<file path="src/assert_macros.svh">
// Assertion macros shared by the RTL files of the COO to ELLPACK builder.
// No dependencies; included by the modules that carry assertions.
`ifndef ASSERT_MACROS_SVH
`define ASSERT_MACROS_SVH
`ifndef SYNTHESIS
// cons must hold in the same cycle as ante
`define ASSERT_IMPLY(lbl, clk, rst_n, ante, cons) \
    lbl: assert property (@(posedge clk) disable iff (!(rst_n)) (ante) |-> (cons)) \
        else $error("assertion failed");
// cons must hold in the cycle after ante
`define ASSERT_NEXT(lbl, clk, rst_n, ante, cons) \
    lbl: assert property (@(posedge clk) disable iff (!(rst_n)) (ante) |=> (cons)) \
        else $error("assertion failed");
`else
`define ASSERT_IMPLY(lbl, clk, rst_n, ante, cons)
`define ASSERT_NEXT(lbl, clk, rst_n, ante, cons)
`endif
`endif

</file>
<file path="src/c2e_pkg.sv">
// Shared codes and types of the COO to ELLPACK builder.
// No dependencies; imported by c2e_pad_len and coo_to_ellpack_builder_unit.
`timescale 1ns / 1ps

package c2e_pkg;

    // command modes
    localparam logic [1:0] MODE_INSERT = 2'd0;
    localparam logic [1:0] MODE_READ   = 2'd1;
    localparam logic [1:0] MODE_CLEAR  = 2'd2;

    // result status codes
    localparam logic [1:0] STAT_OK       = 2'd0;
    localparam logic [1:0] STAT_BAD_ROW  = 2'd1;
    localparam logic [1:0] STAT_ROW_FULL = 2'd2;
    localparam logic [1:0] STAT_BAD_SLOT = 2'd3;

    // configuration register indexes
    localparam int CFG_IDX_W  = 2;
    localparam int CFG_DATA_W = 32;
    localparam logic [CFG_IDX_W-1:0] CFG_ACTIVE_ROWS = 2'd0;
    localparam logic [CFG_IDX_W-1:0] CFG_PAD_MODULO  = 2'd1;
    localparam logic [CFG_IDX_W-1:0] CFG_PAD_VALUE   = 2'd2;

    localparam logic [10:0] ACTIVE_ROWS_RESET = 11'd1024;
    localparam logic [6:0]  PAD_MODULO_RESET  = 7'd1;

    // control from the sequencer to the padded length unit
    typedef struct packed {
        logic clear;      // store cleared, longest row back to zero
        logic bump;       // longest row grows by one this cycle
        logic recompute;  // pad modulo rewritten
    } t_pad_ctrl;

endpackage

</file>
<file path="src/c2e_pad_len.sv">
// Padded row length tracker: smallest multiple of the pad modulo above the longest row.
// Depends on c2e_pkg (t_pad_ctrl) and assert_macros.svh.
`timescale 1ns / 1ps
`include "assert_macros.svh"

module c2e_pad_len
    import c2e_pkg::*;
#(
    parameter int ROW_SLOTS = 64
) (
    input  logic                               i_clk,
    input  logic                               i_rst_n,
    input  t_pad_ctrl                          i_ctrl,
    input  logic [6:0]                         i_modulo,
    input  logic [$clog2(ROW_SLOTS+1)-1:0]     i_max_count,
    output logic [$clog2(ROW_SLOTS+128)-1:0]   o_len,
    output logic                               o_busy
);

    localparam int LW = $clog2(ROW_SLOTS + 128);

    localparam logic [1:0] P_IDLE = 2'd0;
    localparam logic [1:0] P_LOAD = 2'd1;
    localparam logic [1:0] P_ITER = 2'd2;

    logic [1:0]    r_state;
    logic [LW-1:0] r_len;
    logic [6:0]    mod_eff;
    logic [LW-1:0] mod_w;
    logic [LW-1:0] max_w;

    assign mod_eff = (i_modulo == 7'd0) ? 7'd1 : i_modulo;
    assign mod_w   = LW'(mod_eff);
    assign max_w   = LW'(i_max_count);

    // a rewrite of the modulo walks multiples up from the modulo, one add a cycle
    always_ff @(posedge i_clk) begin
        if (!i_rst_n) begin
            r_state <= P_IDLE;
            r_len   <= LW'(1);
        end else if (i_ctrl.recompute) begin
            r_state <= P_LOAD;
        end else begin
            case (r_state)
                P_IDLE: begin
                    if (i_ctrl.clear) begin
                        r_len <= mod_w;
                    end else if (i_ctrl.bump && (max_w + LW'(1) == r_len)) begin
                        r_len <= r_len + mod_w;
                    end
                end
                P_LOAD: begin
                    r_len   <= mod_w;
                    r_state <= P_ITER;
                end
                P_ITER: begin
                    if (r_len <= max_w) begin
                        r_len <= r_len + mod_w;
                    end else begin
                        r_state <= P_IDLE;
                    end
                end
                default: begin
                    r_state <= P_IDLE;
                end
            endcase
        end
    end

    assign o_len  = r_len;
    assign o_busy = (r_state != P_IDLE) || i_ctrl.recompute;

    `ASSERT_IMPLY(a_len_nonzero, i_clk, i_rst_n, 1'b1, r_len != '0)
    `ASSERT_IMPLY(a_len_above_max, i_clk, i_rst_n,
        (r_state == P_IDLE) && !i_ctrl.recompute, r_len > max_w)
    `ASSERT_NEXT(a_len_holds, i_clk, i_rst_n,
        (r_state == P_IDLE) && !i_ctrl.recompute && !i_ctrl.bump && !i_ctrl.clear,
        $stable(r_len))

endmodule

</file>
<file path="config.mk">
export PLATFORM = sky130hd
export DESIGN_NAME = c2e_pad_len
export DESIGN_NICKNAME = d
export VERILOG_FILES = /design/src/c2e_pkg.sv /design/src/c2e_pad_len.sv
export VERILOG_INCLUDE_DIRS = /design/src /design/src/src
export SDC_FILE = /design/constraint.sdc
export NUM_CORES = 1
export LEC_CHECK = 0
export BUFFER_PORTS_ARGS = -buffer_cell sky130_fd_sc_hd__buf_2
export CAP_MARGIN = 20
export CORE_MARGIN = 4
export CORE_UTILIZATION = 49
export DETAILED_ROUTE_END_ITERATION = 8
export PLACE_DENSITY = 0.86
export SLEW_MARGIN = 25
export SYNTH_ARGS = -nofsm -noshare
export SYNTH_HDL_FRONTEND = slang
export SYNTH_SLANG_ARGS = --single-unit
</file>
<file path="constraint.sdc">
create_clock -name i_clk -period 2.47 [get_ports i_clk]
set_clock_uncertainty 0.15 [all_clocks]
set_input_delay 0.1235 -clock i_clk [delete_from_list [all_inputs] [get_ports i_clk]]
set_output_delay 0.1235 -clock i_clk [all_outputs]
set_load 0.02 [all_outputs]
</file>
Word-level counts from Yosys, hierarchy flattened
Cells that the tools add are included.
- register bits after elaboration: 10
- input port bits: 19
- logic and storage cells: 35
- add/sub/neg operators: 2
- order comparisons: 1
- eq/ne operators: 8
- multiplexer cells: 8
- bitwise gates (word level): 3
- reduce and logical (&&, ||, !) cells: 10
- operator list (operator ; number):
    8-bit 2-to-1 mux ; 3
    8-bit case mux with 3 select lines ; 1
    7-bit by 1-bit adder with 8-bit output, second input constant ; 1
    8-bit by 7-bit adder with 8-bit output ; 1
    8-bit == test ; 1
    8-bit by 7-bit less-or-equal comparator with 1-bit output ; 1
    7-bit logical NOT ; 1
    7-bit 2-to-1 mux ; 1
    2-bit inequality test, second input constant ; 3
    3-bit inequality test, second input constant ; 2
    2-bit case mux with 3 select lines ; 1
    2-bit AND reduction ; 2
    4-bit AND reduction ; 1
    1-bit NOT ; 3
    3-bit nonzero test ; 1
    2-bit by 1-bit == test with 1-bit output, second input constant ; 1
    2-bit == test, second input constant ; 1
    2-bit logical NOT ; 1
    2-bit 2-to-1 mux ; 1
    2-bit nonzero test ; 1
    2-bit OR reduction ; 1
    1-bit logical AND ; 1
    1-bit logical OR ; 1
    1-bit 2-to-1 mux ; 1

Logic depth before layout (Yosys ltp)
- depth after elaboration: 6
- gate-level depth with buffers: 11
- depth with buffers taken out: 10

Least setup slack after synthesis
Ideal clock, no wire load.
- path type: input port to flip-flop
- from: in i_modulo[2]
- to: reg r_len[6] (netlist: o_len[6])
- library setup time: 0.086 ns
- arrival: 2.233 ns
- setup slack: 0.002 ns
- cell stages on the path: 11
- buffers on the path: 1
- path through: buf_4 nor2_1 a21o_1 ha_1 fa_1 maj3_1 a31o_2 a21oi_1 xnor2_1 a22oi_1 a211oi_1
- longest elaborated chain between the ends: 6
- elaborated cells on any way between the ends: 7
- classes of those cells: add/sub: 1; mux: 5; reduce/logical: 1
- RTL lines (what ; RTL line ; source):
    from (decl) ; c2e_pad_len.sv:14 ; input logic [6:0] i_modulo,
    7-bit logical NOT ; c2e_pad_len.sv:32 ; assign mod_eff = (i_modulo == 7'd0) ? 7'd1 : i_modulo;
    7-bit 2-to-1 mux * ; c2e_pad_len.sv:32 ;
    8-bit by 7-bit adder with 8-bit output ; c2e_pad_len.sv:49, c2e_pad_len.sv:58 ;
    8-bit 2-to-1 mux ; c2e_pad_len.sv:48 ; end else if (i_ctrl.bump && (max_w + LW'(1) == r_len)) begin
    8-bit 2-to-1 mux ; c2e_pad_len.sv:46 ; if (i_ctrl.clear) begin
    8-bit case mux with 3 select lines * ; c2e_pad_len.sv:44 ; case (r_state)
    to (signal assigned) ; c2e_pad_len.sv:47 ; r_len <= mod_w;
    to (signal assigned) ; c2e_pad_len.sv:49 ; r_len <= r_len + mod_w;
    to (signal assigned) ; c2e_pad_len.sv:58 ; r_len <= r_len + mod_w;
    to (decl) ; c2e_pad_len.sv:27 ; logic [LW-1:0] r_len;
Mark *: on every way between the ends. The rest lies on a longest branch, timed or not. The select of a mux whose other input is x is not followed.
A chain may end at the register's enable or synchronous reset.

Worst setup path in the final report
- from: reg r_len[0] (netlist: o_len[0])
- to: reg r_len[6] (netlist: o_len[6])
- longest elaborated chain between the ends: 4
- elaborated cells on any way between the ends: 11
- classes of those cells: add/sub: 1; order compare: 1; eq/ne: 3; mux: 4; reduce/logical: 2
- RTL lines (what ; RTL line ; source):
    from (signal assigned) ; c2e_pad_len.sv:47 ;
    from (signal assigned) ; c2e_pad_len.sv:49 ;
    from (signal assigned) ; c2e_pad_len.sv:53 ; r_len <= mod_w;
    8-bit by 7-bit adder with 8-bit output or 8-bit == test (tied branches) ; c2e_pad_len.sv:49, c2e_pad_len.sv:58, c2e_pad_len.sv:48 ;
    8-bit 2-to-1 mux or 1-bit logical AND (tied branches) ; c2e_pad_len.sv:48 ;
    8-bit 2-to-1 mux or 3-bit inequality test (tied branches) ; -- ;
    8-bit case mux with 3 select lines or 4-bit AND reduction (tied branches) ; -- ;
Several ways; a longest one is shown, not always the timed one. The select of a mux whose other input is x is not followed.

==> results.md <==
- Final core occ: 0.6441
- Post-route ant nets: 0
- Fillcell total: around 200
- Main area contributors after synthesis: ha_1 (16%), dfxtp_1 (15%), xnor2_1 (5.9%)
- Core Footprint: about 0.0025 mm²
- Num CTS Buffers: 3
- Worst Hold Launch: i_modulo[6]
- Initial core utilization: 0.5241
- Final net count: between 200 and 250
- Final min period: about 2.4 ns
- CP Capture Type: register
- Die Y: between 60 and 70 µm
- CTS root buf: clkbuf_4
- Initial antenna violation count: 0
- Cell Chain, Critical Path: ha_2 -> fa_1 -> maj3_1 -> a31o_2 -> a21oi_1 -> xnor2_1 -> a22oi_1 -> a211oi_1
- Avg Cell Area, Syn: between 8 and 9 µm²
- DRC viols: 0
- Ys Warns: 0
- DIE AREA: around 0.0036 mm²
- Pwr dens: 410.3 mW/mm²
- Vias in the first global route: ~1,300
- Placer Congestion: approximately 0.82
- Total of max-cap violations: 0
- Multi-input logic area: between 0.001 and 0.0015 mm²
- Crit path largest cell delay: slightly below 0.4 ns
- Post-synth top area share: 0.1595
- Drt pass-1 iters: 4
- Crit Path Max Fanout: 3
- Final Hold Vio Count: 0
- Routed wire length: about 3.4 mm
- Worst IR Drop VDD: ~240 µV
- Mapped Area: 0.001334 mm²
- Ratio of final minimum period to clock period: 0.9702
- H-tree Lvls: 1
- Number of diodes: 0
- Cell variety after synth: 55
- Setup_tns: 0 ns
- Seq/Total Area, Yosys: 0.1501
- Async SR Flop Fraction: 0
- Worst reg2reg startpoint: o_len[0]$_SDFFE_PN1P_
- Pin count of the biggest net entering global routing: 10
- CP Data Arrival Time: around 2.4 ns
- Relative max-transition margin: 0.5994
- Most numerous cell in the Yosys netlist: ha_1
- CTS tree: done
- GRT Total Usage: 0.2023
- Hold path cells: 4
- Sequential cell area: around 200 µm²
- Main synth FF type: dfxtp_1
- Endpoints failing setup: 0
- Status: finished clean
- Clock buffer depth: 2
- Grt total ovfl: 0
- Worst-path clk slew: approximately 0.060 ns
- First-pass GRT wire length: ~5.6 mm
- CP startpoint: o_len[0]$_SDFFE_PN1P_
- CTS Sinks: 10
- Crit start category: register
- Final Max Slew Viols: 0
- Synth area leader: ha_1
- Hold Path Class: in2reg
- Vias per cell: a little over 6
- Worst Path Required: ~2.5 ns
- # IOs: 28
- I/O Buffers: 27
- Reg2Reg Depth: 8
- Syn nets: about 190
- Clock Latency Late Sink: 0.27 ns
- Vias: 1,398
- Share of cells above drive strength 1: 0.3179
- Post-synth EDFFs: 0
- Synthesized instance count: 154
- Die Wd: 60.17 µm
- DP Wirelength: approximately 2.8 mm
- LEAKAGE: between 0.7 and 0.8 nW
- First DRT Iteration DRCs: ~80
- Row count: 18
- Slew @ Worst Pin: 0.5931 ns
- Routed wire per std cell: ~15 µm
- #FFs+latches synth: 10
- Syn-to-layout area delta: 22.89%
- Most frequent cells after synthesis: ha_1 (17), inv_1 (11), dfxtp_1 (10), xnor2_1 (9)
- Max Clock Freq: 417.3 MHz
- Critical Path Slowest Stage Cell: fa_1
- WS Path Type: reg2reg
cell families after synthesis:
| kind of cell | after synthesis | share of synthesized area |
|---|---|---|
| buffers and inverters | 15 | 0.05253 |
| adder cells (fa/ha/maj) | 20 | 0.1895 |
| multiplexers | 2 | 0.01595 |
| flip-flops | 10 | 0.1501 |
| AND/OR/NAND/NOR | 42 | 0.1904 |
| XOR/XNOR | 12 | 0.07881 |
| AO/OA/AOI/OAI | 53 | 0.3227 |
cells in the final DEF (no fill, tap or decap), types with 4 or more instances in the layout:
cell type	instances
a21oi_1	6
ha_1	15
buf_2	27
nor2_1	6
nand2_1	7
xnor2_1	9
a31oi_1	7
a22oi_1	6
inv_1	11
nor3_1	5
o21ai_0	4
buf_4	13
dfxtp_1	10
a211oi_1	7
critical path, delay by kind of cell, from the launching register on:
kind                       cells  cell delay (ns)
DFF                            1             0.32
AOI/OAI and AO/OA              4             0.74
xor gates and xnor gates       1             0.14
adders and majority gates      3             0.97
power breakdown:
group	internal (mW)	switching, mW	total (mW)
sequential	0.175	0.0199	0.195
clock	0.0562	0.0532	0.109
combinational	0.173	0.195	0.368
total	0.404	0.268	0.672
final cells by class:
| cell class | count | area share |
|---|---|---|
| tap | 30 | 0.02290 |
| clock buffer | 3 | 0.01374 |
| sequential | 10 | 0.1221 |
| inverter | 11 | 0.02519 |
| timing repair buffer | 42 | 0.1542 |
| multi-input combinational | 129 | 0.6618 |
routing by layer:
metal / global-route usage / part of all wire / up-vias
li1: - / - / 684
met1: 0.2529 / 0.43 / 663
met2: 0.3441 / 0.50 / 44
met3: 0.02376 / 0.045 / 7
met4: 0.08861 / 0.019 / 0
met5: 0 / 0 / -
worst paths after layout:
check	slack [ns]	to
worst max register to register	0.07	o_len[6]$_SDFFE_PN0P_
worst min register to register	0.41	r_state[1]$_SDFFE_PP0P_
worst max-delay path	0.07	o_len[6]$_SDFFE_PN0P_
worst min-delay path	0.22	o_len[6]$_SDFFE_PN0P_
stage by stage:
stage | hold slack (ns) | instances | power [mW] | setup WS, ns | instance area [µm²]
after floorplan | 0.05281 | 154 | 0.4466 | 0.001838 | 1334
after global placement | 0.1889 | 219 | 0.5338 | -0.06184 | 1568
after detailed placement | 0.1990 | 219 | 0.5509 | -0.1633 | 1568
after CTS | 0.2191 | 224 | 0.6622 | 0.01283 | 1610
after global routing | 0.2402 | 225 | 0.7226 | -0.01604 | 1639
final | 0.2229 | 225 | 0.6725 | 0.07370 | 1639
what timing repair did:
item,4_1_cts,5_1_grt
setup endpoints to repair,0,2
gates resized for setup,0,3
hold endpoints to repair,3,0
hold buffers,2,0
setup buffers,0,1
sequential cells by signal, summed over array words and instances, names as in the netlist:
name	cells
o_len	8
r_state	2
Power figures use the tool's default switching activity.
